$ cat config.mk
export PLATFORM = sky130hd
export DESIGN_NAME = broadcast_ack_tracking_table
export DESIGN_NICKNAME = d
export VERILOG_FILES = /design/src/bat_pkg.sv /design/src/broadcast_ack_tracking_table.sv /design/src/bat_mem.sv /design/src/bat_seq.sv
export SDC_FILE = /design/constraint.sdc
export NUM_CORES = 2
export LEC_CHECK = 0
export BUFFER_PORTS_ARGS = -buffer_cell sky130_fd_sc_hd__buf_2
export CAP_MARGIN = 20
export CORE_UTILIZATION = 30
export CTS_BUF_LIST = sky130_fd_sc_hd__clkbuf_8 sky130_fd_sc_hd__clkbuf_16
export CTS_CLUSTER_DIAMETER = 100
export DETAILED_ROUTE_END_ITERATION = 16
export GPL_TIMING_DRIVEN = 1
export PLACE_DENSITY = 0.48
export SLEW_MARGIN = 20
export SYNTH_ARGS = -nofsm -noshare
export SYNTH_HDL_FRONTEND = slang
export SYNTH_SLANG_ARGS = --single-unit
$ cat constraint.sdc
create_clock -name clk -period 6.23 [get_ports clk]
set_input_delay 0 -clock clk [delete_from_list [all_inputs] [get_ports clk]]
set_output_delay 0 -clock clk [all_outputs]
set_load 0.005 [all_outputs]
$ cat src/bat_pkg.sv
// Shared types and constants for the broadcast ack tracking table.
// No dependencies.
`timescale 1ns / 1ps

package bat_pkg;

  localparam int ID_W         = 5;
  localparam int SEQ_W        = 32;
  localparam int TOTAL_W      = 5;
  localparam int STATUS_W     = 2;

  localparam int DEF_TABLE_DEPTH   = 32;
  localparam int DEF_MAX_PROCESSES = 16;

  localparam logic [ID_W-1:0] PROC_COUNT_RESET = ID_W'(16);

  localparam logic [STATUS_W-1:0] STATUS_OK     = 2'd0;
  localparam logic [STATUS_W-1:0] STATUS_FULL   = 2'd1;
  localparam logic [STATUS_W-1:0] STATUS_BAD_ID = 2'd2;

  typedef struct packed {
    logic [ID_W-1:0]  origin_id;
    logic [SEQ_W-1:0] sequence_number;
    logic [ID_W-1:0]  acker_id;
  } bat_in_t;

  typedef struct packed {
    logic [TOTAL_W-1:0]  acker_total;
    logic                created_entry;
    logic                repeat_ack;
    logic [STATUS_W-1:0] status;
  } bat_out_t;

  // request as handed to the sequencer, with the id check already done
  typedef struct packed {
    logic [ID_W-1:0]  origin_id;
    logic [SEQ_W-1:0] sequence_number;
    logic [ID_W-1:0]  acker_id;
    logic             bad_id;
  } bat_req_t;

endpackage

$ cat src/broadcast_ack_tracking_table.sv
// Top level of the broadcast ack tracking table. Holds the process count
// register and the id check. Uses bat_pkg and bat_seq.
`timescale 1ns / 1ps

// One request is taken at a time: after it is accepted, the stored entries
// are read one by one through the single memory read port and each is
// compared with the request key; the scan ends at the first match or after
// the last stored entry, and a request with a bad id reads no entry. The
// result sits in an output register, so the next request is accepted while
// it waits. The table needs no clearing after reset. cfg_ready is always
// high; process_count should be written only while no request is in flight.
module broadcast_ack_tracking_table
  import bat_pkg::*;
#(
  parameter int TABLE_DEPTH   = DEF_TABLE_DEPTH,
  parameter int MAX_PROCESSES = DEF_MAX_PROCESSES
) (
  input  logic            clk,
  input  logic            rst_n,
  input  logic            in_valid,
  output logic            in_ready,
  input  bat_in_t         in_data,
  output logic            out_valid,
  input  logic            out_ready,
  output bat_out_t        out_data,
  input  logic            cfg_valid,
  output logic            cfg_ready,
  input  logic [ID_W-1:0] cfg_data
);

  logic [ID_W-1:0] pcount_r, pcount_nxt;
  logic [ID_W:0]   id_limit;
  logic            origin_ok, acker_ok;
  bat_req_t        req;

  assign cfg_ready  = 1'b1;
  assign pcount_nxt = (cfg_valid && cfg_ready) ? cfg_data : pcount_r;

  always_ff @(posedge clk) begin
    if (!rst_n) begin
      pcount_r <= PROC_COUNT_RESET;
    end else begin
      pcount_r <= pcount_nxt;
    end
  end

  // membership limit is capped at the acker map width
  assign id_limit = (MAX_PROCESSES < int'(pcount_r)) ? (ID_W+1)'(MAX_PROCESSES)
                                                      : {1'b0, pcount_r};

  assign origin_ok = (in_data.origin_id != '0) && ({1'b0, in_data.origin_id} <= id_limit);
  assign acker_ok  = (in_data.acker_id != '0) && ({1'b0, in_data.acker_id} <= id_limit);

  assign req.origin_id       = in_data.origin_id;
  assign req.sequence_number = in_data.sequence_number;
  assign req.acker_id        = in_data.acker_id;
  assign req.bad_id          = !(origin_ok && acker_ok);

  bat_seq #(
    .TABLE_DEPTH   (TABLE_DEPTH),
    .MAX_PROCESSES (MAX_PROCESSES)
  ) u_seq (
    .clk       (clk),
    .rst_n     (rst_n),
    .req_valid (in_valid),
    .req_ready (in_ready),
    .req       (req),
    .out_valid (out_valid),
    .out_ready (out_ready),
    .out_data  (out_data)
  );

endmodule

$ cat src/bat_mem.sv
// Entry storage for the ack table: one write port, one registered read port.
// No package dependencies.
`timescale 1ns / 1ps

module bat_mem #(
  parameter int DEPTH = 32,
  parameter int WIDTH = 58
) (
  input  logic                     clk,
  input  logic                     wr_en,
  input  logic [$clog2(DEPTH)-1:0] wr_addr,
  input  logic [WIDTH-1:0]         wr_data,
  input  logic                     rd_en,
  input  logic [$clog2(DEPTH)-1:0] rd_addr,
  output logic [WIDTH-1:0]         rd_data
);

  logic [WIDTH-1:0] mem [DEPTH];
  logic [WIDTH-1:0] rd_data_r;

  always_ff @(posedge clk) begin
    if (wr_en) begin
      mem[wr_addr] <= wr_data;
    end
  end

  always_ff @(posedge clk) begin
    if (rd_en) begin
      rd_data_r <= mem[rd_addr];
    end
  end

  assign rd_data = rd_data_r;

endmodule

$ cat src/bat_seq.sv
// Search sequencer: scans the entry memory with one shared compare unit,
// updates or appends the entry and holds the result. Uses bat_pkg, bat_mem.
`timescale 1ns / 1ps

module bat_seq
  import bat_pkg::*;
#(
  parameter int TABLE_DEPTH   = DEF_TABLE_DEPTH,
  parameter int MAX_PROCESSES = DEF_MAX_PROCESSES
) (
  input  logic     clk,
  input  logic     rst_n,
  input  logic     req_valid,
  output logic     req_ready,
  input  bat_req_t req,
  output logic     out_valid,
  input  logic     out_ready,
  output bat_out_t out_data
);

  localparam int AW = $clog2(TABLE_DEPTH);
  localparam int CW = $clog2(TABLE_DEPTH + 1);
  localparam int MW = MAX_PROCESSES;
  localparam int EW = ID_W + SEQ_W + MW + TOTAL_W;

  localparam logic ST_IDLE = 1'b0;
  localparam logic ST_SCAN = 1'b1;

  logic            state_r, state_nxt;
  bat_req_t        req_r, req_nxt;
  logic [CW-1:0]   addr_r, addr_nxt;
  logic [AW-1:0]   cidx_r, cidx_nxt;
  logic            pend_r, pend_nxt;
  logic [CW-1:0]   used_r, used_nxt;
  logic            out_valid_r, out_valid_nxt;
  bat_out_t        out_r, out_nxt;

  logic [EW-1:0]      rd_data;
  logic [EW-1:0]      wr_data;
  logic [AW-1:0]      wr_addr;
  logic               wr_en;
  logic               rd_en;
  logic [ID_W-1:0]    st_origin;
  logic [SEQ_W-1:0]   st_seq;
  logic [MW-1:0]      st_map;
  logic [TOTAL_W-1:0] st_total;
  logic [TOTAL_W-1:0] inc_total;
  logic [MW-1:0]      mask;
  logic               match, issue_ok, hit, miss, done, can_fin, fin, full, seen;
  bat_out_t           res;

  assign st_origin = rd_data[EW-1 -: ID_W];
  assign st_seq    = rd_data[EW-ID_W-1 -: SEQ_W];
  assign st_map    = rd_data[TOTAL_W +: MW];
  assign st_total  = rd_data[TOTAL_W-1:0];
  assign inc_total = st_total + TOTAL_W'(1);

  assign mask = MW'(1) << (req_r.acker_id - ID_W'(1));

  // shared compare unit: one stored entry per cycle against the request key
  assign match = pend_r && (st_origin == req_r.origin_id) &&
                 (st_seq == req_r.sequence_number);

  assign issue_ok = (addr_r != used_r);
  assign hit      = !req_r.bad_id && match;
  assign miss     = !req_r.bad_id && !issue_ok && !match;
  assign done     = (state_r == ST_SCAN) && (req_r.bad_id || hit || miss);
  assign can_fin  = !out_valid_r || out_ready;
  assign fin      = done && can_fin;
  assign full     = (used_r == CW'(TABLE_DEPTH));
  assign seen     = |(st_map & mask);
  assign rd_en    = (state_r == ST_SCAN) && !req_r.bad_id && issue_ok && !match;

  assign wr_en   = fin && ((hit && !seen) || (miss && !full));
  assign wr_addr = hit ? cidx_r : used_r[AW-1:0];
  assign wr_data = hit ? {st_origin, st_seq, st_map | mask, inc_total}
                       : {req_r.origin_id, req_r.sequence_number, mask, TOTAL_W'(1)};

  always_comb begin
    res = '0;
    if (req_r.bad_id) begin
      res.status = STATUS_BAD_ID;
    end else if (hit) begin
      res.status = STATUS_OK;
      if (seen) begin
        res.acker_total = st_total;
        res.repeat_ack  = 1'b1;
      end else begin
        res.acker_total = inc_total;
      end
    end else if (full) begin
      res.status = STATUS_FULL;
    end else begin
      res.status        = STATUS_OK;
      res.acker_total   = TOTAL_W'(1);
      res.created_entry = 1'b1;
    end
  end

  always_comb begin
    state_nxt     = state_r;
    req_nxt       = req_r;
    addr_nxt      = addr_r;
    cidx_nxt      = cidx_r;
    pend_nxt      = pend_r;
    used_nxt      = used_r;
    out_valid_nxt = out_valid_r;
    out_nxt       = out_r;

    if (out_valid_r && out_ready) begin
      out_valid_nxt = 1'b0;
    end

    case (state_r)
      ST_IDLE: begin
        if (req_valid) begin
          req_nxt   = req;
          addr_nxt  = '0;
          pend_nxt  = 1'b0;
          state_nxt = ST_SCAN;
        end
      end
      ST_SCAN: begin
        if (rd_en) begin
          addr_nxt = addr_r + CW'(1);
          cidx_nxt = addr_r[AW-1:0];
        end
        // hold the compare slot while a finished result waits for room
        pend_nxt = done ? pend_r : rd_en;
        if (fin) begin
          out_valid_nxt = 1'b1;
          out_nxt       = res;
          state_nxt     = ST_IDLE;
          if (miss && !full) begin
            used_nxt = used_r + CW'(1);
          end
        end
      end
      default: begin
        state_nxt = ST_IDLE;
      end
    endcase
  end

  always_ff @(posedge clk) begin
    if (!rst_n) begin
      state_r     <= ST_IDLE;
      pend_r      <= 1'b0;
      used_r      <= '0;
      out_valid_r <= 1'b0;
    end else begin
      state_r     <= state_nxt;
      pend_r      <= pend_nxt;
      used_r      <= used_nxt;
      out_valid_r <= out_valid_nxt;
    end
  end

  always_ff @(posedge clk) begin
    req_r  <= req_nxt;
    addr_r <= addr_nxt;
    cidx_r <= cidx_nxt;
    out_r  <= out_nxt;
  end

  bat_mem #(
    .DEPTH (TABLE_DEPTH),
    .WIDTH (EW)
  ) u_mem (
    .clk     (clk),
    .wr_en   (wr_en),
    .wr_addr (wr_addr),
    .wr_data (wr_data),
    .rd_en   (rd_en),
    .rd_addr (addr_r[AW-1:0]),
    .rd_data (rd_data)
  );

  assign req_ready = (state_r == ST_IDLE);
  assign out_valid = out_valid_r;
  assign out_data  = out_r;

`ifndef NO_ASSERTIONS
  a_used_bound: assert property (@(posedge clk) disable iff (!rst_n)
    used_r <= CW'(TABLE_DEPTH))
    else $error("entry count beyond table depth");

  a_rd_in_range: assert property (@(posedge clk) disable iff (!rst_n)
    rd_en |-> (addr_r < used_r))
    else $error("read beyond used entries");

  a_wr_only_fin: assert property (@(posedge clk) disable iff (!rst_n)
    wr_en |-> (state_r == ST_SCAN) && fin && !req_r.bad_id)
    else $error("table write outside a finishing scan");

  a_append_count: assert property (@(posedge clk) disable iff (!rst_n)
    (fin && miss && !full) |=> (used_r == $past(used_r) + CW'(1)))
    else $error("append did not bump entry count");

  a_accept_scan: assert property (@(posedge clk) disable iff (!rst_n)
    (state_r == ST_IDLE && req_valid) |=> (state_r == ST_SCAN && !out_valid_nxt) ||
      (state_r == ST_SCAN))
    else $error("accepted request did not start a scan");
`endif

endmodule
# Yosys cells after proc, flatten, opt, wreduce, memory -nomap -nowiden
# Memories as Yosys holds them, arrays and structs flattened. A register that Yosys moved wholly into a read port is not among the register bits.
# Index checks and enable logic that the tools add are counted.
[op_classes]
add_sub_neg = 4
multipliers = 0
div = 0
magnitude_cmp = 3
eq_ne = 7
shifts = 1
mux = 23
bitwise = 4
reduce_logical = 39
[op_table]
columns = ["op", "n"]
rows = [
  ["$mux 58", 1],
  ["$eq 32x32->1", 1],
  ["$mux 5", 4],
  ["$logic_and 1x1->1", 17],
  ["$and 16x16->16", 1],
  ["$or 16x16->16", 1],
  ["$reduce_or 16->1", 1],
  ["$shl 1x5->16 const A", 1],
  ["$add 6x1->6 const B", 2],
  ["$mux 6", 2],
  ["$pmux 6 s2", 1],
  ["$mux 1", 11],
  ["$le 5x5->1", 2],
  ["$reduce_and 2->1", 5],
  ["$reduce_bool 5->1", 2],
  ["$logic_not 1->1", 7],
  ["$eq 6x6->1 const B", 1],
  ["$ne 2x2->1 const B", 3],
  ["$ne 6x6->1", 1],
  ["$add 5x1->5 const B", 1],
  ["$eq 5x5->1", 1],
  ["$lt 5x5->1 const A", 1],
  ["$sub 5x1->5 const B", 1],
  ["$logic_or 1x1->1", 4],
  ["other kinds (5)", 9],
]
[word_totals]
ff_bits = 77
latchBits = 0
ram_bits = 1856
mem_bits_ro = 0
inputBits = 52
out_inout_bits = 12
wordCells = 98
n_memories = 1
[mem_list]
columns = ["memory", "words", "word_bits", "rd", "rd_clocked_by_memory_dff", "write_ports", "line_no", "source"]
rows = [
  ["u_seq.u_mem.mem", 32, 58, 1, 1, 1, "bat_mem.sv:18", "logic [WIDTH-1:0] mem [DEPTH];"],
]

# Longest topological paths before layout
[logic_depth]
depth_word = 11
depth_mapped = 11
ltp_nobuf = 9

# Cells and area by module
# A second synthesis with hierarchy kept.
[hier_totals]
hier_cells = 4458
hier_area_um2 = 78167.5
[by_module_without_submodules]
columns = ["module", "instances", "cells_per_inst", "area_each_um2", "seq_area_each_um2"]
rows = [
  ["bat_mem", 1, 4055, 73777.0, 57475.1],
  ["bat_seq", 1, 348, 3926.3, 2072.0],
  ["broadcast_ack_tracking_table", 1, 55, 464.2, 100.1],
]

# Worst setup path before layout
# Ideal clock, no wire load.
[synth_path]
kind = "reg-to-reg"
start = "reg u_seq.req_r[1] (netlist name)"
end = "mem u_seq.u_mem.mem[0][0], enable pin"
setup_ps = 423
t_arrival_ps = 3942
required_time_ps = 5807
setup_slack_ps = 1865
stages_incl_launch_ff = 11
path_buffers = 2
synth_period_minus_slack_ps = 4365
path_cell_list = "edfxtp_1 -> clkbuf_1 -> nor2_1 -> ha_1 -> clkbuf_1 -> nor4b_1 -> and3_1 -> a221oi_1 -> nand4_1 -> or3_4 -> o2bb2a_1"
[synth_between]
elab_chain_cells = 10
[synth_rtl]
columns = ["item", "line_no", "source"]
rows = [
  ["start, declared", "bat_seq.sv:30", "bat_req_t req_r, req_nxt;"],
  ["start signal, assigned", "bat_seq.sv:160", "req_r <= req_nxt;"],
  ["$sub 5x1->5", "bat_seq.sv:58", "assign mask = MW'(1) << (req_r.acker_id - ID_W'(1));"],
  ["$shl 1x5->16", "bat_seq.sv:58", ""],
  ["$and 16x16->16", "bat_seq.sv:71", "assign seen = |(st_map & mask);"],
  ["$reduce_or 16->1", "bat_seq.sv:71", ""],
  ["$logic_not 1->1", "bat_seq.sv:74", "assign wr_en = fin && ((hit && !seen) || (miss && !full));"],
  ["$logic_and 1x1->1", "bat_seq.sv:74", ""],
  ["$logic_or 1x1->1", "bat_seq.sv:74", ""],
  ["$logic_and 1x1->1", "bat_seq.sv:74", ""],
  ["$mux 1", "bat_mem.sv:22", "if (wr_en) begin"],
  ["$mux 1 (not written as such)", "bat_mem.sv:23", "mem[wr_addr] <= wr_data;"],
  ["end, declared", "bat_mem.sv:18", ""],
]
# No other way between the ends.

# Worst setup path after layout
[layout_path]
start = "reg u_seq.req_r[14] (netlist name)"
end = "mem u_seq.u_mem.mem[11][52], enable pin"
[layout_between]
elab_chain_cells = 10
elab_cells_between_ends = 16
cone_classes = "eq/ne (1); mux (3); reduce/logical (12)"
[layout_rtl]
columns = ["item", "line_no", "source"]
rows = [
  ["$eq 32x32->1 *", "bat_seq.sv:62", "(st_seq == req_r.sequence_number);"],
  ["$logic_and 1x1->1 *", "bat_seq.sv:61", "assign match = pend_r && (st_origin == req_r.origin_id) &&"],
  ["$logic_and 1x1->1 or $logic_not 1->1 (tied branches)", "bat_seq.sv:65, bat_seq.sv:66", ""],
  ["$logic_or 1x1->1 or $logic_and 1x1->1 (tied branches)", "bat_seq.sv:67, bat_seq.sv:66", ""],
  ["$logic_or 1x1->1", "bat_seq.sv:67", "assign done = (state_r == ST_SCAN) && (req_r.bad_id || hit || miss);"],
  ["$logic_and 1x1->1", "bat_seq.sv:67", ""],
  ["$logic_and 1x1->1", "bat_seq.sv:69", "assign fin = done && can_fin;"],
  ["$logic_and 1x1->1", "bat_seq.sv:74", ""],
  ["$mux 1", "bat_mem.sv:22", ""],
  ["$mux 1 (not written as such)", "bat_mem.sv:23", ""],
]
# Every way passes the cells marked *; elsewhere a longest branch is shown, timed or not.

==> out/summary.txt <==
================================================================================
Initial standard-cell utilization of the core                              30.3%
Tightest Pin Transition                                                  1.12 ns
Number of flops mapped to enable cells by yosys                            1,977
Commonest cells after routing, fill and taps aside                  1,977 x edfxtp_1, 580 x mux4_2, 213 x clkbuf_16
H-Tree Level Count                                                             4
Final number of max-transition violations                                      0
R2R setup slack                                                          1.17 ns
Min Clock Period, post-route                                             5.06 ns
Clk Latency, worst-skew pair                                             0.85 ns
Number of vias in the routed layout                                       34,900
Post-Place Cell Area                                                82,600 sq um
Remaining design rule violation count                                          0
GP Congestion                                                              0.767
Inserted Clock Buffers                                                       206
Critical-path maximum fanout                                                  35
First-pass GRT wire length                                          287,000 microns
Setup violations, final                                                        0
Post-detailed-route via-to-cell ratio                                       4.92
Cell with the largest stage delay on the worst path                     edfxtp_1
Tot GR Track Use                                                           15.7%
Worst path max stage delay                                               1.06 ns
Post-detailed-routing wire length                                   202,000 microns
Aggregate negative setup slack                                              0 ns
Worst setup path class                                                reg -> reg
RSZ-0062 raised after global routing                                          no
Antenna violations before repair                                               3
Iteration count of the initial detailed-routing pass                           5
Layout net count                                                           3,622
Path class of the lowest-slack min-delay path                          in -> reg
Fraction of final layout cells with drive strength greater than 1          32.0%
Post-synthesis cell type with the largest combined area                 edfxtp_1
Skew final                                                             0.0477 ns
Sequential element share of the synthesized area                           77.3%
Crit path DAT                                                            5.57 ns
Average cell area after synthesis                                     23.9 sq um
Post-synthesis cell area                                            77,200 sq um
Pwr dens                                                             320 nW/um^2
Post-Layout Inst Area                                               90,100 sq um
Crit path max-delay family                                          simple AND/OR/NAND/NOR gates
Number of clock sinks                                                      1,991
LEAKAGE                                                                  28.2 nW
Most common cell after layout, fill and taps aside                      edfxtp_1
Ordered cell list for the critical path                             xor2_1 > nor4_1 > nand4_1 > or4_4 > or3_4 > o2bb2a_4 > buf_4
Synth top area share                                                       76.9%
Final hold violation count                                                     0
Number of maximum-capacitance violations                                       0
Count of input and output buffers                                             62
Dominant cells by area after synthesis                              edfxtp_1 77%, mux4_2 17%, mux2_2 0.85%
Area Overhead vs Synth                                                     16.8%
Ys async rst share                                                            0%
DR WL/cell                                                          28.5 microns
Max_slew headroom                                                          25.5%
Routed Antenna Nets                                                            0
Status                                                              complete, no violations
Floorplan core area                                                 255,000 sq um
Num rows                                                                     185
Dominant synthesized flop cell                                          edfxtp_1
Count of yosys warnings during synthesis                                       0
Maximum clock frequency                                                0.198 GHz
Post-DP HPWL                                                        112,000 microns
Max VDD drop                                                            0.303 mV
Critical path data required time                                         6.74 ns
Clock transition at path regs                                            0.06 ns
Unique cell type count in the Yosys netlist                                   61
Number of storage elements in the synthesis netlist                        1,991
Die Footprint                                                       259,000 sq um
Max clock buf depth                                                            3
Die X-Extent                                                         509 microns
Remaining global-route overflow                                                0
Number of instances in the synthesized netlist                             3,233
Pin count of the biggest net entering global routing                         129
Crit path launch type                                                  flip-flop
Die span in y                                                        509 microns
Number of global-route vias before repair                                 36,800
Post-cts repair resize count                                                   0
I/O pin count                                                                 64
Worst Setup End Kind                                                   flip-flop
CTS tree                                                                     yes
First-iteration detailed-routing DRC count                                 3,128
Clock tree root buffer cell                                            clkbuf_16
Synth Net Count                                                            3,301
Number of buffer and inverter stages on the critical path                      1
Share of the cycle needed by the critical path after routing               81.2%
================================================================================
[worst paths after layout]
kind | start | cells after the start | endpoint
max | u_seq.req_r[14] | 7 | u_seq.u_mem.mem[11][52]
min | in_data[33] | 2 | u_seq.req_r[34]
max reg2reg | u_seq.req_r[14] | 7 | u_seq.u_mem.mem[11][52]
min reg2reg | u_seq.state_r | 2 | u_seq.out_valid
[stage by stage]
| step | worst slack (ns) | instances | power, mW | util (%) | hold slack, ns |
|---|---|---|---|---|---|
| CTS | 1.07 | 7091 | 29.2 | 35.4 | 0.00884 |
| global route | 0.932 | 7092 | 29.8 | 35.4 | 0.0245 |
| global placement | 1.06 | 6603 | 17.2 | 32.4 | 0.181 |
| finish | 1.17 | 7092 | 28.8 | 35.4 | 0.0439 |
| floorplan | 1.87 | 3233 | 16.5 | - | 0.0986 |
| detailed placement | 1.09 | 6608 | 17.2 | 32.4 | 0.179 |
[registers in the layout, indices dropped and copies added, names as in the netlist]
| name | count |
|---|---|
| u_seq.u_mem.mem | 1856 |
| u_seq.u_mem.rd_data | 58 |
| u_seq.req_r | 43 |
| u_seq.out_data | 9 |
| u_seq.addr_r | 6 |
| u_seq.used_r | 6 |
| pcount_r | 5 |
| u_seq.cidx_r | 5 |
| u_seq.out_valid | 1 |
| u_seq.pend_r | 1 |
| u_seq.state_r | 1 |
[repair_timing]
action / CTS / global route
setup buffers: 0 / 0
hold buffers: 104 / 0
endpoints found under the hold margin: 84 / 0
[cells by family after synthesis]
| family | count (synthesis) | share of synthesized area, % |
|---|---|---|
| DFF | 1991 | 77.3 |
| muxes | 649 | 17.9 |
| buffers and inverters | 226 | 1.16 |
| and+or+nand+nor | 215 | 1.51 |
| AOI/OAI and AO/OA | 89 | 1.36 |
| xor gates and xnor gates | 46 | 0.522 |
| adders and majority gates | 16 | 0.259 |
| other | 1 | 0.00486 |
[cell type report]
cell class | count | area [sq um]
timing repair buffer | 319 | 2950
fill | 23200 | 165000
tap | 3366 | 4210
antenna | 1 | 2.50
sequential | 1991 | 59600
clock buffer | 213 | 5330
multi-input combinational | 1016 | 16700
inverter | 20 | 78.8
clock inverter | 166 | 1180
[report_power, final]
part           leakage (nW)  switching (mW)  internal, mW
Combinational          6.37            1.16         0.960
Sequential             18.5          0.0554          14.8
Clock                  3.35            5.18          6.71
[synth_stat cells, drive strengths merged, types with 2 or more instances]
cell / count
a21oi: 9
a221oi: 3
a22o: 8
a22oi: 2
and2: 4
and2b: 2
and3: 3
buf: 65
clkbuf: 141
dfxtp: 14
edfxtp: 1977
ha: 16
inv: 19
mux2: 58
mux2i: 11
mux4: 580
nand2: 26
nand2b: 10
nand3: 11
nand3b: 8
nand4: 5
nor2: 32
nor2b: 6
nor3: 70
nor4: 10
o2111ai: 2
o21a: 6
o21ai: 6
o22ai: 4
o2bb2a: 32
o2bb2ai: 7
o31ai: 3
or2: 3
or2b: 2
or3: 10
or3b: 4
or4: 4
xnor2: 10
xor2: 36
[worst reg2reg max path, cell delays in order, from the launching register on]
cell,delay [ns]
edfxtp_1,1.06
xor2_1,0.21
nor4_1,0.32
nand4_1,0.42
or4_4,0.67
or3_4,0.65
o2bb2a_4,0.97
buf_4,0.43
[routing by layer]
layer / up-vias / wire length (microns) / global-route usage, % / part of all wire, %
li1: 14500 / - / - / -
met4: 0 / 4860 / 4.25 / 2.4
met2: 754 / 102000 / 26.4 / 50
met1: 19400 / 87700 / 21.0 / 43
met3: 260 / 7710 / 2.41 / 3.8
met5: - / 0 / 0 / 0
Note: power is estimated with default switching activity, not from simulation.
